$ cat src/rtl/arp_pkg.sv
package arp_pkg;

   localparam int ENTRIES = 16;
   localparam int IDX_W = $clog2(ENTRIES);
   localparam int CNT_W = IDX_W + 1;

   localparam logic [1:0] ST_FREE    = 2'd0;
   localparam logic [1:0] ST_PENDING = 2'd1;
   localparam logic [1:0] ST_VALID   = 2'd2;

   localparam logic [2:0] CMD_UPDATE  = 3'd0;
   localparam logic [2:0] CMD_REMOVE  = 3'd1;
   localparam logic [2:0] CMD_CLEAR   = 3'd2;
   localparam logic [2:0] CMD_RESOLVE = 3'd3;
   localparam logic [2:0] CMD_RECEIVE = 3'd4;
   localparam logic [2:0] CMD_TICK    = 3'd5;
   localparam logic [2:0] CMD_AGE     = 3'd6;
   localparam logic [2:0] CMD_UNUSED  = 3'd7;

   localparam logic [1:0] REG_LOCAL_IP = 2'd0;
   localparam logic [1:0] REG_MASK     = 2'd1;
   localparam logic [1:0] REG_GATEWAY  = 2'd2;
   localparam logic [1:0] REG_TIMEOUT  = 2'd3;

   localparam logic [31:0] MASK_RESET    = 32'hFFFF_FF00;
   localparam logic [31:0] TIMEOUT_RESET = 32'd6000;

   typedef struct packed {
      logic [2:0]  cmd;
      logic [31:0] addr_ip;
      logic [47:0] addr_mac;
      logic [31:0] tgt_ip;
      logic        is_request;
      logic        too_short;
   } req_type;

   typedef struct packed {
      logic        hit;
      logic [47:0] resolved_mac;
      logic        send_request;
      logic [31:0] request_ip;
      logic        send_reply;
   } rsp_type;

endpackage

$ cat src/rtl/arp_req_if.sv
interface arp_req_if import arp_pkg::*; ();
   logic    valid;
   logic    ready;
   req_type data;
   modport source (output valid, output data, input ready);
   modport sink (input valid, input data, output ready);
endinterface

$ cat src/rtl/arp_rsp_if.sv
interface arp_rsp_if import arp_pkg::*; ();
   logic    valid;
   logic    ready;
   rsp_type data;
   modport source (output valid, output data, input ready);
   modport sink (input valid, input data, output ready);
endinterface

$ cat src/rtl/arp_cache_engine_core.sv
// ARP cache: 16 slots of IP, MAC, state and timestamp. One request word is
// taken at a time; req.ready is low until its response word has been taken.
// A sequencer walks the slots once per pass with a single shared compare
// unit, one slot per cycle: a lookup pass (IP match, first free slot, oldest
// timestamp all gathered together) then, except for clear and age, a write
// state. Update, remove, non-broadcast resolve and full-length receive run
// the scan, the write state and then offer the response; clear and age go
// from the scan straight to the response; tick, broadcast resolve, short
// receive and unknown commands offer the response directly. The response
// word is held until taken. Slot state has per-slot flops that reset
// clears at once, so there is no clearing pass. Configuration writes
// (csr_we/csr_addr/csr_wdata) are taken at any edge out of reset.
module arp_cache_engine_core import arp_pkg::*; (
   input  logic        clock,
   input  logic        reset,
   arp_req_if.sink     req,
   arp_rsp_if.source   rsp,
   input  logic        csr_we,
   input  logic [1:0]  csr_addr,
   input  logic [31:0] csr_wdata
);

   localparam logic [1:0] S_IDLE = 2'd0;
   localparam logic [1:0] S_SCAN = 2'd1;
   localparam logic [1:0] S_WRITE = 2'd2;
   localparam logic [1:0] S_OUT = 2'd3;

   logic [1:0]  state_ff, state_in;
   logic [31:0] local_ip_ff, mask_ff, gateway_ff, timeout_ff;
   logic [31:0] tick_ff;
   req_type     cur_ff;
   logic [31:0] want_ff, want_in;
   rsp_type     rsp_ff, rsp_in;

   // slot store: status kept in flops (reset to free), payload in arrays
   logic [1:0]  status_ff [ENTRIES];
   logic [31:0] ip_mem [ENTRIES];
   logic [47:0] mac_mem [ENTRIES];
   logic [31:0] time_mem [ENTRIES];

   logic [CNT_W-1:0] idx_ff;
   logic [IDX_W-1:0] idx;
   logic             found_ff, free_ff;
   logic [IDX_W-1:0] found_idx_ff, free_idx_ff, old_idx_ff;
   logic [31:0]      old_time_ff;

   assign idx = idx_ff[IDX_W-1:0];

   logic accept;
   assign accept = req.valid && req.ready;
   assign req.ready = (state_ff == S_IDLE);
   assign rsp.valid = (state_ff == S_OUT);
   assign rsp.data = rsp_ff;

   // shared per-slot compare unit
   logic        occ, match, age_out;
   logic [31:0] age;
   assign occ = (status_ff[idx] != ST_FREE);
   assign match = occ && (ip_mem[idx] == want_ff);
   assign age = tick_ff - time_mem[idx];
   assign age_out = occ && (age > timeout_ff);

   logic bcast, offnet;
   assign bcast = (req.data.addr_ip == 32'hFFFF_FFFF);
   assign offnet = ((req.data.addr_ip & mask_ff) != (local_ip_ff & mask_ff));

   always_comb begin
      state_in = state_ff;
      want_in = want_ff;
      rsp_in = rsp_ff;
      case (state_ff)
         S_IDLE: begin
            if (accept) begin
               rsp_in = '0;
               want_in = req.data.addr_ip;
               if (req.data.cmd == CMD_RESOLVE && offnet) want_in = gateway_ff;
               case (req.data.cmd)
                  CMD_TICK: state_in = S_OUT;
                  CMD_RESOLVE: state_in = bcast ? S_OUT : S_SCAN;
                  CMD_RECEIVE: state_in = req.data.too_short ? S_OUT : S_SCAN;
                  CMD_UPDATE, CMD_REMOVE, CMD_CLEAR, CMD_AGE: state_in = S_SCAN;
                  default: state_in = S_OUT;
               endcase
               if (req.data.cmd == CMD_RESOLVE && bcast) begin
                  rsp_in.hit = 1'b1;
                  rsp_in.resolved_mac = '1;
               end
            end
         end
         S_SCAN: begin
            if (idx_ff == CNT_W'(ENTRIES - 1)) begin
               state_in = (cur_ff.cmd == CMD_CLEAR || cur_ff.cmd == CMD_AGE)
                          ? S_OUT : S_WRITE;
            end
         end
         S_WRITE: begin
            state_in = S_OUT;
            if (cur_ff.cmd == CMD_RESOLVE) begin
               if (found_ff && status_ff[found_idx_ff] == ST_VALID) begin
                  rsp_in.hit = 1'b1;
                  rsp_in.resolved_mac = mac_mem[found_idx_ff];
               end else begin
                  rsp_in.send_request = 1'b1;
                  rsp_in.request_ip = want_ff;
               end
            end
            if (cur_ff.cmd == CMD_RECEIVE && cur_ff.is_request &&
                cur_ff.tgt_ip == local_ip_ff)
               rsp_in.send_reply = 1'b1;
         end
         S_OUT: begin
            if (rsp.ready) state_in = S_IDLE;
         end
         default: state_in = S_IDLE;
      endcase
   end

   // slot chosen for insertion: first free, else oldest
   logic [IDX_W-1:0] victim, wr_idx;
   assign victim = free_ff ? free_idx_ff : old_idx_ff;
   assign wr_idx = found_ff ? found_idx_ff : victim;

   always_ff @(posedge clock) begin
      if (reset) begin
         state_ff <= S_IDLE;
         local_ip_ff <= '0;
         mask_ff <= MASK_RESET;
         gateway_ff <= '0;
         timeout_ff <= TIMEOUT_RESET;
         tick_ff <= '0;
         for (int i = 0; i < ENTRIES; i++) status_ff[i] <= ST_FREE;
         idx_ff <= '0;
      end else begin
         state_ff <= state_in;
         if (csr_we) begin
            case (csr_addr)
               REG_LOCAL_IP: local_ip_ff <= csr_wdata;
               REG_MASK: mask_ff <= csr_wdata;
               REG_GATEWAY: gateway_ff <= csr_wdata;
               REG_TIMEOUT: timeout_ff <= csr_wdata;
               default: ;
            endcase
         end
         if (accept && req.data.cmd == CMD_TICK) tick_ff <= tick_ff + 32'd1;
         if (accept) idx_ff <= '0;
         if (state_ff == S_SCAN) begin
            idx_ff <= idx_ff + CNT_W'(1);
            if (cur_ff.cmd == CMD_CLEAR) status_ff[idx] <= ST_FREE;
            if (cur_ff.cmd == CMD_AGE && age_out) status_ff[idx] <= ST_FREE;
         end
         if (state_ff == S_WRITE) begin
            case (cur_ff.cmd)
               CMD_REMOVE: if (found_ff) status_ff[found_idx_ff] <= ST_FREE;
               CMD_UPDATE, CMD_RECEIVE: status_ff[wr_idx] <= ST_VALID;
               CMD_RESOLVE: if (!found_ff) status_ff[victim] <= ST_PENDING;
               default: ;
            endcase
         end
      end
   end

   always_ff @(posedge clock) begin
      want_ff <= want_in;
      rsp_ff <= rsp_in;
      if (accept) begin
         cur_ff <= req.data;
         found_ff <= 1'b0;
         free_ff <= 1'b0;
         found_idx_ff <= '0;
         free_idx_ff <= '0;
         old_idx_ff <= '0;
         old_time_ff <= '1;
      end
      if (state_ff == S_SCAN) begin
         if (match && !found_ff) begin
            found_ff <= 1'b1;
            found_idx_ff <= idx;
         end
         if (!occ && !free_ff) begin
            free_ff <= 1'b1;
            free_idx_ff <= idx;
         end
         // first slot always seeds the oldest; later ones only if strictly older
         if (idx_ff == '0 || time_mem[idx] < old_time_ff) begin
            old_idx_ff <= idx;
            old_time_ff <= time_mem[idx];
         end
      end
      if (state_ff == S_WRITE) begin
         case (cur_ff.cmd)
            CMD_UPDATE, CMD_RECEIVE: begin
               if (!found_ff) ip_mem[wr_idx] <= want_ff;
               mac_mem[wr_idx] <= cur_ff.addr_mac;
               time_mem[wr_idx] <= tick_ff;
            end
            CMD_RESOLVE: begin
               if (!found_ff) begin
                  ip_mem[victim] <= want_ff;
                  time_mem[victim] <= tick_ff;
               end
            end
            default: ;
         endcase
      end
   end

`ifndef ASSERT_OFF
   a_ready_idle: assert property (@(posedge clock) disable iff (reset)
      req.ready |-> !rsp.valid) else $error("ready while response pending");
   a_scan_bound: assert property (@(posedge clock) disable iff (reset)
      (state_ff == S_SCAN) |-> (idx_ff < CNT_W'(ENTRIES)))
      else $error("scan index out of range");
   a_hit_excl: assert property (@(posedge clock) disable iff (reset)
      rsp.valid |-> !(rsp.data.hit && rsp.data.send_request))
      else $error("hit and request together");
   a_out_hold: assert property (@(posedge clock) disable iff (reset)
      (rsp.valid && !rsp.ready) |=> rsp.valid)
      else $error("response dropped");
`endif

endmodule
$ cat src/flat_wrapper.sv
// flat-port wrapper written by rule: the top's interface ports become plain ports
module arp_cache_engine_core_flat import arp_pkg::*;
  (clock, reset, csr_we, csr_addr, csr_wdata, req_valid, req_data, req_ready, rsp_valid, rsp_data, rsp_ready);
  arp_req_if req_i ();
  arp_rsp_if rsp_i ();
  input  logic clock;
  input  logic reset;
  input  logic csr_we;
  input  logic [1:0] csr_addr;
  input  logic [31:0] csr_wdata;
  input wire logic [$bits(req_i.valid)-1:0] req_valid;
  input wire logic [$bits(req_i.data)-1:0] req_data;
  output wire logic [$bits(req_i.ready)-1:0] req_ready;
  output wire logic [$bits(rsp_i.valid)-1:0] rsp_valid;
  output wire logic [$bits(rsp_i.data)-1:0] rsp_data;
  input wire logic [$bits(rsp_i.ready)-1:0] rsp_ready;
  assign req_i.valid = req_valid;
  assign req_i.data = req_data;
  assign req_ready = req_i.ready;
  assign rsp_valid = rsp_i.valid;
  assign rsp_data = rsp_i.data;
  assign rsp_i.ready = rsp_ready;
  arp_cache_engine_core u_core (.clock(clock), .reset(reset), .req(req_i), .rsp(rsp_i), .csr_we(csr_we), .csr_addr(csr_addr), .csr_wdata(csr_wdata));
endmodule
$ cat config.mk
export PLATFORM = sky130hd
export DESIGN_NAME = arp_cache_engine_core_flat
export DESIGN_NICKNAME = d
export VERILOG_FILES = /design/src/rtl/arp_pkg.sv /design/src/rtl/arp_req_if.sv /design/src/rtl/arp_rsp_if.sv /design/src/rtl/arp_cache_engine_core.sv /design/src/flat_wrapper.sv
export SDC_FILE = /design/constraint.sdc
export NUM_CORES = 2
export LEC_CHECK = 0
export BUFFER_PORTS_ARGS = -buffer_cell sky130_fd_sc_hd__buf_2
export CORE_MARGIN = 2
export CORE_UTILIZATION = 30
export CTS_CLUSTER_SIZE = 14
export DETAILED_ROUTE_END_ITERATION = 6
export GPL_ROUTABILITY_DRIVEN = 0
export MAX_ROUTING_LAYER = met4
export PLACE_DENSITY = 0.55
export SLEW_MARGIN = 15
export SYNTH_ARGS = -nofsm -noshare
export SYNTH_HDL_FRONTEND = slang
export SYNTH_SLANG_ARGS = --single-unit
export TNS_END_PERCENT = 100
$ cat constraint.sdc
create_clock -name clock -period 20.7 [get_ports clock]
set_input_delay 1.035 -clock clock [delete_from_list [all_inputs] [get_ports clock]]
set_output_delay 1.035 -clock clock [all_outputs]
set_load 0.01 [all_outputs]
==> results.sh <==
export IMPL_synth_async_reset_ratio=0
export IMPL_critPathCaptureType="flip-flop"
export IMPL_post_route_min_period_ps=7810
export IMPL_post_drt_wl_per_cell_um=26.7
export IMPL_grt_pass1_vias=47124
export IMPL_syn_inst=4786
export IMPL_yosysTopAreaCell="edfxtp_1"
export IMPL_rsz0062_at_grt="no"
export IMPL_setup_viol=0
export IMPL_p_int_mw=8.43
export IMPL_drt_iter0_drc=5124
export IMPL_vias=46482
export IMPL_clock_latency_ps=920
export IMPL_min_path_cells=1
export IMPL_vdd_ir_drop_worst_mv=0.0771
export IMPL_dieArea_sq_um=302000
export IMPL_reg2regPathDepth=21
export IMPL_coreArea_sq_um=296000
export IMPL_cts_resized=0
export IMPL_die_x_um=549
export IMPL_layout_commonest_cell="edfxtp_1"
export IMPL_clk_path_buf_depth=4
export IMPL_design_power_total_mw=11.4
export IMPL_seqPwrFrac=0.493
export IMPL_yosysSeqAreaShare=0.730
export IMPL_design_area_sq_um=103000
export IMPL_synthTopCellsByArea="edfxtp_1 (68%), mux4_2 (13%), dfxtp_1 (4.9%)"
export IMPL_combPwrFrac=0.134
export IMPL_grt_overflow_total=0
export IMPL_finish_utilization=0.348
export IMPL_area_delta_synth_final_pct=15.7
export IMPL_syn_num_nets=5046
export IMPL_port_buffers=240
export IMPL_cp_start_kind="flip-flop"
export IMPL_pin_count=241
export IMPL_fmax_ghz=0.128
export IMPL_synth_top_cell_area_share=0.681
export IMPL_rows=200
export IMPL_critPathCapture="u_core.status_ff[14][1]"
export IMPL_final_setup_tns_ps=0
export IMPL_path_clk_slew_ps=60
export IMPL_layout_common_cells="edfxtp_1 (2023), mux4_2 (528), nand2_1 (417)"
export IMPL_critical_path_arrival_ps=8420
export IMPL_cp_required_ps=21310
export IMPL_cts_inserted_buffers=237
export IMPL_viasPerCell=5.01
export IMPL_drive_gt1_frac=0.253
export IMPL_swShare=0.260
export IMPL_grt_pass1_wl_um=350000
export IMPL_antenna_found_initial=33
export IMPL_synth_cell_types=80
export IMPL_status="finished, final reports clean"
export IMPL_path_class="flip-flop to flip-flop"
export IMPL_drc_errors=0
export IMPL_cts_hold_buf=0
export IMPL_start_util=0.301
export IMPL_syn_area_sq_um=89200
export IMPL_power_density_nw_per_um2=110
export IMPL_hold_viol_final=0
export IMPL_hold_path_class="input port to flip-flop"
export IMPL_p_sw_mw=2.97
export IMPL_htree_num_levels=4
export IMPL_cts_tree="yes"
export IMPL_dr_pass1_iters=5
export IMPL_reg2reg_slack_ps=12890
export IMPL_max_cap_violations=0
export IMPL_worst_pin_slew_ps=1120
export IMPL_critPathMaxFanout=95
export IMPL_synth_main_ff_cell="edfxtp_1"
export IMPL_track_usage=0.165
export IMPL_syn_avg_cell_area_sq_um=18.6
export IMPL_slew_headroom=0.257
export IMPL_routed_wirelength_um=247000
export IMPL_place_hpwl_um=140000
export IMPL_worstReg2RegEnd="u_core.status_ff[14][1]"
export IMPL_fin_crit_sh=0.377
export IMPL_post_cts_buffers=0
export IMPL_fin_nets=5385
export IMPL_drv_slew=0
export IMPL_cts_sinks=2240
export IMPL_synth_seq_cells=2240
export IMPL_cts_root_buf="clkbuf_16"
export IMPL_dpl_cell_area_sq_um=95500
export IMPL_p_leak_nw=32.4
export IMPL_synth_warning_count=0
export IMPL_p_clk_frac=0.372
export IMPL_fp_dieH_um=549
export IMPL_clock_skew_ps=78.5
export IMPL_antenna_left=0
export IMPL_grt_max_degree=138
export IMPL_synth_edf_count=2023
metrics by stage:
step	hold slack (ps)	instances	setup WS (ps)
after floorplan	432	4786	14030
after global routing	242	9272	12430
after detailed placement	443	8825	13030
after global placement	438	8825	12990
after CTS	226	9257	13020
final	291	9281	12890
power by group through the flow:
stage               logic (mW)  registers, mW  clock network (mW)
floorplan                0.970           5.62                   0
global placement          1.55           5.71                   0
finish                    1.53           5.62                4.24
CTS                       1.56           5.63                4.32
detailed placement        1.56           5.72                   0
global route              1.66           5.66                4.50
registers in the layout, summed over array words and instances (netlist names), named ones only:
name	count
u_core.found_idx_ff	4
u_core.old_idx_ff	4
u_core.cur_ff	84
u_core.local_ip_ff	32
u_core.free_idx_ff	4
u_core.found_ff	1
u_core.mask_ff	32
u_core.tick_ff	32
u_core.free_ff	1
u_core.mac_mem	768
u_core.gateway_ff	32
u_core.want_ff	32
u_core.idx_ff	5
u_core.ip_mem	512
u_core.time_mem	512
u_core.status_ff	32
u_core.rsp.data	83
u_core.state_ff	2
u_core.timeout_ff	32
u_core.old_time_ff	32
cells by family after synthesis:
| group | count (synthesis) | synth area share |
|---|---|---|
| AND/OR/NAND/NOR | 879 | 0.0458 |
| XOR/XNOR | 162 | 0.0159 |
| AO/OA/AOI/OAI | 361 | 0.0262 |
| flip-flops | 2240 | 0.730 |
| multiplexers | 680 | 0.151 |
| buffers and inverters | 360 | 0.0164 |
| adder cells (fa/ha/maj) | 104 | 0.0147 |
synthesized netlist by cell type, types with 20 or more instances:
| cell | number |
|---|---|
| dfxtp_1 | 217 |
| o21ai_0 | 35 |
| mux2_2 | 48 |
| nor2_1 | 155 |
| nand4_1 | 41 |
| a21oi_1 | 154 |
| nor3_1 | 68 |
| xnor2_1 | 69 |
| ha_1 | 103 |
| clkbuf_1 | 152 |
| mux4_2 | 528 |
| and2_1 | 40 |
| buf_1 | 37 |
| a21o_1 | 28 |
| nor2b_1 | 20 |
| mux2i_1 | 100 |
| nand2_1 | 417 |
| nand3b_1 | 34 |
| inv_1 | 120 |
| edfxtp_1 | 2023 |
| nand3_1 | 25 |
| buf_2 | 38 |
| xor2_1 | 93 |
worst min path at each step:
stage | startpoint | to | slack, ps
floorplan | u_core.free_idx_ff[0] | u_core.free_idx_ff[0] | 430
global placement | u_core.gateway_ff[19] | u_core.gateway_ff[19] | 440
detailed placement | u_core.gateway_ff[1] | u_core.gateway_ff[1] | 440
CTS | req_data[69] | u_core.cur_ff[69] | 230
global route | req_data[69] | u_core.cur_ff[69] | 240
finish | req_data[69] | u_core.cur_ff[69] | 290
metal layers:
| metal | wire, um | vias up | global-route usage |
|---|---|---|---|
| met5 | 0 | - | - |
| met4 | 4840 | 0 | 0.0346 |
| li1 | - | 19781 | - |
| met3 | 14800 | 296 | 0.0244 |
| met1 | 106000 | 24948 | 0.220 |
| met2 | 122000 | 1457 | 0.270 |
worst max-delay path, stage by stage (launching register included):
cell and delay (ps):
dfxtp_4 700, buf_4 750, buf_12 590, mux4_2 410, mux4_2 520, inv_1 100
ha_1 270, nand2_1 80, o21a_1 140, nand3_1 60, o21ai_0 650, o221ai_1 360
a31oi_1 310, a21oi_1 140, o311ai_0 420, ha_1 310, nand3_1 100, nor2_1 60
a2111oi_0 820, a21oi_2 120, buf_4 260, a31o_2 300
final cells by class:
type,instances,area [sq um]
clock inverter,144,1500
tap,3939,4930
timing repair buffer,337,2000
multi-input combinational,2186,23000
sequential,2240,65100
inverter,123,469
fill,27858,193000
clock buffer,288,6180
antenna,24,60.1
Note: power is estimated with default switching activity, not from simulation.
